`src/rtl/sos_pkg.sv`:
```
// Shared types and constants for the sample order statistics block.
// No dependencies; every other rtl file imports this package.
package sos_pkg;

  localparam int CAPACITY   = 256;
  localparam int CNT_W      = 9;
  localparam int ADDR_W     = 8;
  localparam int DIV_W      = 80;
  localparam int DVSR_W     = 16;
  localparam int MUL_STEPS  = 40;
  localparam int SQRT_STEPS = 32;
  localparam int FIFO_DEPTH = 2;

  typedef enum logic [1:0] {
    OP_INSERT = 2'd0,
    OP_CLEAR  = 2'd1,
    OP_QUERY  = 2'd2,
    OP_RANK   = 2'd3
  } op_e;

  typedef enum logic [2:0] {
    ST_OK         = 3'd0,
    ST_EMPTY      = 3'd1,
    ST_RANGE      = 3'd2,
    ST_FULL       = 3'd3,
    ST_NOT_FINITE = 3'd4
  } status_e;

  typedef enum logic {
    REG_QUANTILE_P = 1'b0,
    REG_SD_MULT    = 1'b1
  } reg_e;

  typedef struct packed {
    op_e         op;
    logic [31:0] sample;
    logic        not_finite;
    logic [7:0]  rank;
  } cmd_t;

  typedef struct packed {
    status_e     status;
    logic [8:0]  count;
    logic [31:0] rank_value;
    logic [31:0] mean_value;
    logic [30:0] std_dev;
    logic [31:0] mean_plus_devs;
    logic        sd_valid;
    logic [31:0] quantile_value;
    logic        q_valid;
  } res_t;

endpackage

```
`src/rtl/sos_cmd_fifo.sv`:
```
// Two-entry request queue between the front end and the engine.
// Depends on sos_pkg for cmd_t and FIFO_DEPTH.
module sos_cmd_fifo import sos_pkg::*; (
  input  logic clk,
  input  logic rst,
  input  logic wr_en,
  input  cmd_t wr_data,
  output logic full,
  input  logic rd_en,
  output cmd_t rd_data,
  output logic empty
);

  cmd_t       slots [FIFO_DEPTH];
  logic       wr_ptr;
  logic       rd_ptr;
  logic [1:0] fill;

  assign full    = (fill == 2'(FIFO_DEPTH));
  assign empty   = (fill == 2'd0);
  assign rd_data = slots[rd_ptr];

  // Store requests and advance pointers
  always_ff @(posedge clk) begin
    if (wr_en && !full) begin
      slots[wr_ptr] <= wr_data;
    end
    if (rst) begin
      wr_ptr <= 1'b0;
      rd_ptr <= 1'b0;
      fill   <= 2'd0;
    end else begin
      if (wr_en && !full) wr_ptr <= ~wr_ptr;
      if (rd_en && !empty) rd_ptr <= ~rd_ptr;
      fill <= fill + 2'(wr_en && !full) - 2'(rd_en && !empty);
    end
  end

endmodule

```
`config.mk`:
```
export PLATFORM = sky130hd
export DESIGN_NAME = sos_cmd_fifo
export DESIGN_NICKNAME = d
export VERILOG_FILES = /design/src/rtl/sos_pkg.sv /design/src/rtl/sos_cmd_fifo.sv
export SDC_FILE = /design/constraint.sdc
export NUM_CORES = 1
export LEC_CHECK = 0
export BUFFER_PORTS_ARGS = -buffer_cell sky130_fd_sc_hd__buf_4
export CAP_MARGIN = 20
export CORE_UTILIZATION = 51
export CTS_CLUSTER_DIAMETER = 60
export DETAILED_ROUTE_END_ITERATION = 6
export GPL_ROUTABILITY_DRIVEN = 1
export PLACE_DENSITY = 0.87
export SYNTH_ARGS = -nofsm -noshare
export SYNTH_HDL_FRONTEND = slang
export SYNTH_SLANG_ARGS = --single-unit
export TNS_END_PERCENT = 50
```
`constraint.sdc`:
```
create_clock -name clk -period 2.7 [get_ports clk]
set_input_delay 0.27 -clock clk [delete_from_list [all_inputs] [get_ports clk]]
set_output_delay 0.27 -clock clk [all_outputs]
set_load 0.02 [all_outputs]
```
# Word-level counts from Yosys, hierarchy flattened
# Memory sizes are Yosys's and may differ from the RTL's. A register that Yosys moved wholly into a read port is not among the register bits.
# Index checks and enable logic that the tools add are counted.
[totals]
register_bits = 4
ram_bits = 86
input_bits = 47
word_cells = 18
memories = 1
[memory_table]
columns = ["name", "words", "width", "read_ports", "rd_clocked_by_memory_dff", "write_ports", "line_no", "source"]
rows = [
  ["slots", 2, 43, 1, 1, 1, "sos_cmd_fifo.sv:14", "cmd_t slots [FIFO_DEPTH];"],
]
[classes]
add_sub_neg = 2
n_eq_ne = 1
muxes = 4
n_bitwise = 2
reduce_logical = 5
[ops]
columns = ["operator", "n"]
rows = [
  ["1-bit 2-to-1 mux", 4],
  ["2-bit by 1-bit adder with 2-bit output", 1],
  ["2-bit equality test (second input constant)", 1],
  ["1-bit logical AND", 2],
  ["1-bit logical NOT", 2],
  ["2-bit logical NOT", 1],
  ["1-bit inverter", 2],
  ["2-bit by 1-bit subtractor with 2-bit output", 1],
]

# Depth between registers and ports, before layout
# Gate-level depths: netlist of run 1.
[depth]
ltp_word = 5
mapped_depth = 8
ltp_nobuf = 8

# Least setup slack after synthesis of run 1
# OpenSTA, ideal clock, no wires.
[synth_path]
kind = "register to register"
from = "register fill[0]"
to = "memory slots[0][0] in the netlist's numbering, enable pin"
setup_time_ns = 0.397
arrival_time_ns = 1.735
setup_slack_ns = 0.567
path_stages_with_launch = 5
n_path_buf = 0
cell_sequence = "dfxtp_1 > nand2b_2 > inv_2 > or3_1 > inv_1"
[synth_between]
elab_chain_len = 5
[synth_rtl]
columns = ["item", "line_no", "source"]
rows = [
  ["start: declaration", "sos_cmd_fifo.sv:17", "logic [1:0] fill;"],
  ["start signal: assignment", "sos_cmd_fifo.sv:35", "fill <= fill + 2'(wr_en && !full) - 2'(rd_en && !empty);"],
  ["2-bit equality test", "sos_cmd_fifo.sv:19", "assign full = (fill == 2'(FIFO_DEPTH));"],
  ["via full", "sos_cmd_fifo.sv:8", "output logic full,"],
  ["1-bit logical NOT", "sos_cmd_fifo.sv:25", "if (wr_en && !full) begin"],
  ["1-bit logical AND", "sos_cmd_fifo.sv:25", ""],
  ["1-bit 2-to-1 mux", "sos_cmd_fifo.sv:25", ""],
  ["1-bit 2-to-1 mux (implied by the code)", "sos_cmd_fifo.sv:26", "slots[wr_ptr] <= wr_data;"],
  ["end: declaration", "sos_cmd_fifo.sv:14", ""],
]
# The timed path passes the listed nets, and every way through them passes these cells.

==> results of run 1 <==
-- worst min-delay path by stage --
stage,endpoint,depth (start not counted),start,slack (ns)
after floorplan,wr_ptr,1,rst,0.34
after global placement,slots[0][0],1,wr_data[0],0.46
after detailed placement,slots[0][32],1,wr_data[32],0.46
after CTS,slots[0][32],1,wr_data[32],0.09
after global routing,slots[0][37],1,wr_data[37],0.08
final,slots[0][32],1,wr_data[32],0.10
-- routing by layer --
layer | vias to the layer above | share of wire (%) | global-route usage [%]
li1 | 823 | - | -
met3 | 9 | 6.9 | 6.26
met4 | 0 | 1.6 | 6.58
met5 | - | 0 | 0
met1 | 833 | 44 | 20.3
met2 | 62 | 48 | 25.0
-- placed cells by master (no fill, tap or decap) --
cell / instances
a21oi_1: 1
and2_1: 1
and3_2: 1
buf_12: 2
buf_4: 93
bufinv_16: 2
clkbuf_8: 10
clkinv_2: 1
clkinv_4: 1
clkinvlp_4: 2
dfxtp_1: 4
dfxtp_2: 1
edfxtp_1: 86
ha_1: 2
inv_1: 2
inv_2: 2
mux2_2: 43
nand2_1: 1
nand2b_2: 1
nor2_1: 4
nor2b_1: 1
nor3_1: 1
o21a_1: 1
o21ai_0: 1
or3_1: 1
xnor2_1: 1
xor2_1: 1
-- sequential cells by signal, summed over array words and instances, names as in the netlist, named ones only --
signal,flops
wr_ptr,1
slots,86
rd_ptr,1
fill,2
-- power by group through the flow --
| stage | sequential (uW) | clock, uW | combinational, uW |
|---|---|---|---|
| 6_report | 1900 | 989 | 1360 |
| 3_5_place_dp | 1930 | 0 | 1360 |
| 3_3_place_gp | 1920 | 0 | 1350 |
| 4_1_cts | 1900 | 1020 | 1370 |
| 2_1_floorplan | 1870 | 0 | 873 |
| 5_1_grt | 1920 | 1060 | 1450 |
-- synthesized netlist by cell type --
cell type,number,area share (%)
nand2b_2,1,0.26
nor2b_1,1,0.19
a21oi_1,1,0.15
ha_1,2,0.75
and3_2,1,0.23
inv_1,3,0.34
buf_4,3,0.68
nor2_1,4,0.45
and2_1,1,0.19
o21a_1,1,0.23
xor2_1,1,0.26
o21ai_0,1,0.15
edfxtp_1,86,77
nor3_1,1,0.15
buf_2,2,0.30
xnor2_1,1,0.26
or3_1,1,0.19
mux2_2,43,15
dfxtp_1,5,3.0
inv_2,1,0.11
nand2_1,1,0.11
-- through the flow --
stage / utilization (%) / std cells
floorplan: - / 161
global placement: 65.5 / 328
detailed placement: 65.5 / 328
finish: 69.1 / 344
CTS: 69.1 / 344
global route: 69.1 / 344
-- cell families after synthesis --
kind of cell               count (synthesis)  synth area share (%)
xor gates and xnor gates                   2                 0.526
and+or+nand+nor                           11                  1.76
adders and majority gates                  2                 0.751
DFF                                       91                  80.5
muxes                                     43                  14.5
buffers and inverters                      9                  1.43
AOI/OAI and AO/OA                          3                 0.525
-- cell type report --
cell class	instances	area, um2	share of cell area, %
clock buffer	10	138	3.15
clock inverter	6	88.8	2.04
inverter	4	15.0	0.344
multi-input combinational	61	603	13.8
sequential	91	2680	61.5
tap	77	96.3	2.21
timing repair buffer	95	738	16.9
==> out/results.txt, run 1 <==
CTS tree: built
status: completed
row count: 29
critical path data required time: 2.43 ns
Rel. slew slack: 68.0%
crit-path cells: buf_12, mux2_2, buf_4
post-CTS resize count: 0
remaining global-route overflow: 0
GP Congestion: 0.679
CP max stage delay: 0.64 ns
Worst Skew: 0.00947 ns
Placed Area: 4140 um2
Max VDD drop: 0.591 mV
vias in the first global route: 1,754
Crit. path cell count: 3
Clock transition at path regs: 0.09 ns
maximum clock rate: 493 MHz
final setup vio count: 0
Ys Warns: 0
drt first-iter violations: 61
critical path's slowest cell: dfxtp_2
Worst Path Max Fanout: 24
num ports: 92
Syn Nets: 210
CTS H-tree depth: 3
CTS root buffer: clkbuf_8
Avg WL per Cell: 15.3 um
initial antenna violation count: 0
Critical path buffers and inverters: 2
layout cells sized above 1: 59.6%
core region area: 6310 um2
clock latency on the worst-skew pair: 0.35 ns
die area: 6860 um2
CTS Hold Bufs: 0
largest net degree at the start of global routing: 44
Avg Inst Size Synth: 20.7 um2
detailed-router iteration count before antenna repair: 4
Reg2Reg Launch Point: fill[0]
Worst Setup End Kind: output pin
reg2reg end: slots[0][7]
Max-Cap Viols: 0
type of the worst min-delay path: in -> reg
Bufs on Longest Clock Path: 2
Leak Pwr: 0.00165 uW
Mapped Cells: 161
unrepaired setup endpoints after global routing: no
post-detail-place hpwl: 3.49 mm
gr usage total: 16.1%
Crit path max-delay family: flip-flops
Die H: 82.8 um
Worst setup endpoint: rd_data[20]
Setup WS pre-CTS: 0.874 ns
first-pass GRT wire length: 8.31 mm
crit path DAT: 1.76 ns
Post-Syn Area: 3330 um2
final setup slack of the worst path: 0.671 ns
cells on worst reg2reg path: 5
post-route ant nets: 0
# port buffers: 91
P&R area growth vs syn: 30.9%
internal power: 3000 uW
Startpoint Class: register
Final Critical Period: 2.03 ns
critical path class: reg -> out
DRC: 0
slew of the pin with the lowest slew margin: 0.480 ns
Final Hold Fails: 0
Design Power: 4240 uW
R2R Setup Slk: 0.87 ns
fin crit share: 75.2%
sequential-to-total area share from yosys stat: 80.5%
via count: 1,727
Netlist cell types: 21
Num CTS Buffers: 9
Post-CTS Setup Bufs: 0
switch share: 29.3%
pwr/cell area: 972 nW/um2
Clock power frac: 23.3%
initial core utilization: 52.8%
Nets: 311
worst hold slack: 0.100 ns
final wirelength: 5.25 mm
sequential power share: 44.7%
combinational share of power: 32.0%
Seq cells post-synth: 91
Sink Count: 91
detailed-route vias per instance: 5.02
Design Area, Final: 4360 um2
die width: 82.8 um
NetSw: 1240 uW
n_diodes: 0
number of max-slew violations in the final report: 0
setup TNS: 0 ns
Fill cells: 433
Power figures use the tool's default switching activity.
==> inputs of run 2 (changes only) <==
==> constraint.sdc (replaced) <==
create_clock -name clk -period 2 [get_ports clk]
set_input_delay 0.2 -clock clk [delete_from_list [all_inputs] [get_ports clk]]
set_output_delay 0.2 -clock clk [all_outputs]
set_load 0.02 [all_outputs]
==> run 2 against run 1 <==
Clock skew grew 0.0031 ns; clock-buffer cell count shrank 1; critical path depth unchanged; sequential power rose by 33%; largest power group unchanged; via count is 1.4% higher.
==> out/results.txt, run 2 (synthesis results as in run 1) <==
Final Hold Fails: 0
pwr/cell area: 1270 nW/um2
detailed-route vias per instance: 5.05
end of the worst hold path: slots[1][37]
combinational share of power: 35.0%
Sink Count: 91
CTS H-tree depth: 3
Rel. slew slack: 72.5%
critical path's slowest cell: mux2_2
Max-Cap Viols: 0
final wirelength: 5.83 mm
post-route ant nets: 0
critical path data required time: 1.80 ns
critical path class: reg -> out
n_diodes: 0
Final Critical Period: 1.70 ns
gr usage total: 17.8%
vias in the first global route: 1,880
first-pass GRT wire length: 9.02 mm
setup TNS: 0 ns
num ports: 92
final setup slack of the worst path: 0.302 ns
R2R Setup Slk: 0.32 ns
crit-path cells: buf_4, mux2_2, buf_4
DR top layer: met4
DRT met1 WL: 2.26 mm
NetSw: 1730 uW
remaining global-route overflow: 0
core region area: 6310 um2
most frequent CP cell: buf_4
DR WL met3: 367 um
hold wc startpoint: wr_data[37]
Post-CTS Setup Bufs: 0
metal2 WL: 3.16 mm
CTS root buffer: clkbuf_8
initial antenna violation count: 0
Worst Setup End Kind: output pin
max reg flops: 86
internal power: 3790 uW
slew of the pin with the lowest slew margin: 0.412 ns
crit path DAT: 1.50 ns
layout cells sized above 1: 59.3%
sequential power share: 45.6%
CTS tree: built
cells on worst reg2reg path: 5
initial core utilization: 52.8%
die area: 6860 um2
Startpoint Class: register
Die H: 82.8 um
Clock power frac: 19.4%
Max VDD drop: 0.662 mV
Bufs on Longest Clock Path: 2
row count: 29
fin crit share: 84.9%
P&R area growth vs syn: 30.3%
Regs by FF count: slots x86, fill x2
post-CTS resize count: 0
commonest non-fill, non-tap cell in the layout: buf_4
Worst Skew: 0.0126 ns
Leak Pwr: 0.00164 uW
DRC: 0
number of max-slew violations in the final report: 0
CTS Hold Bufs: 0
via count: 1,751
post-detail-place hpwl: 3.99 mm
clock latency on the worst-skew pair: 0.34 ns
# port buffers: 91
detailed-router iteration count before antenna repair: 4
die width: 82.8 um
maximum clock rate: 589 MHz
unrepaired setup endpoints after global routing: no
Reg2Reg Launch Point: fill[0]
type of the worst min-delay path: in -> reg
Setup WS pre-CTS: 0.336 ns
Worst Path Max Fanout: 17
Num CTS Buffers: 9
Avg WL per Cell: 16.8 um
switch share: 31.4%
drt first-iter violations: 78
final setup vio count: 0
largest net degree at the start of global routing: 24
GP Congestion: 0.761
reg2reg end: slots[0][29]
CP max stage delay: 0.38 ns
hold-critical path depth: 1
Nets: 314
status: completed
Clock transition at path regs: 0.09 ns
Largest Register: slots
commonest non-fill, non-tap cells in the layout: buf_4 (95), edfxtp_1 (86), mux2_2 (43), clkbuf_8 (9)
[run 2: cell types whose count changed in the layout (fill, tap and decap cells not counted), sizes merged]
cell      previous run  this run
inv                  4         3
clkbuf              10         9
bufinv               2         0
clkinv               2         5
buf                 95        98
clkinvlp             2         3
[run 2: worst max path at each step]
stage | startpoint | to | cells after the start | slack, ns
CTS | register | rd_data[14] | 3 | 0.28
global placement | fill[0] | slots[0][13] | 5 | 0.40
global route | fill[0] | fill[1] | 8 | 0.21
detailed placement | fill[0] | slots[0][38] | 5 | 0.34
floorplan | fill[0] | slots[0][0] | 4 | 0.22
finish | register | rd_data[14] | 3 | 0.30
[run 2: critical path: cells and delay by family, from the launching register on]
kind                   cells  cell delay, ns
multiplexers               1            0.38
buffers and inverters      2            0.43
flip-flops                 1            0.35
[run 2: area by class of cell]
class | count | area [um2]
Sequential cell | 91 | 2680
Fill cell | 439 | 1970
Timing Repair Buffer | 98 | 773
Multi-Input combinational cell | 61 | 603
Clock buffer | 9 | 124
Tap cell | 77 | 96.3
Clock inverter | 7 | 45.0
Inverter | 4 | 18.8
[run 2: per-layer routing]
layer / up-vias / GRT usage (%)
met4: 0 / 6.74
met3: 4 / 6.96
met1: 862 / 19.6
li1: 826 / -
met5: - / 0
met2: 59 / 31.1
[run 2: per-stage QoR]
stage                     utilization [%]  total power, uW  cells  area [um2]  hold slack (ns)
after floorplan                         -             3710    161        3340            0.269
after global placement               66.1             4450    331        4180            0.385
final                                68.8             5520    347        4340           0.0358
after global routing                 68.8             5770    347        4340          0.00865
after CTS                            68.8             5570    347        4340           0.0148
after detailed placement             66.1             4510    331        4180            0.388
[run 2: power by group through the flow]
stage / clock [uW] / combinational, uW / sequential, uW
2_1_floorplan: 0 / 1180 / 2530
3_3_place_gp: 0 / 1910 / 2530
3_5_place_dp: 0 / 1950 / 2560
4_1_cts: 1100 / 1960 / 2520
5_1_grt: 1170 / 2060 / 2540
6_report: 1070 / 1930 / 2520
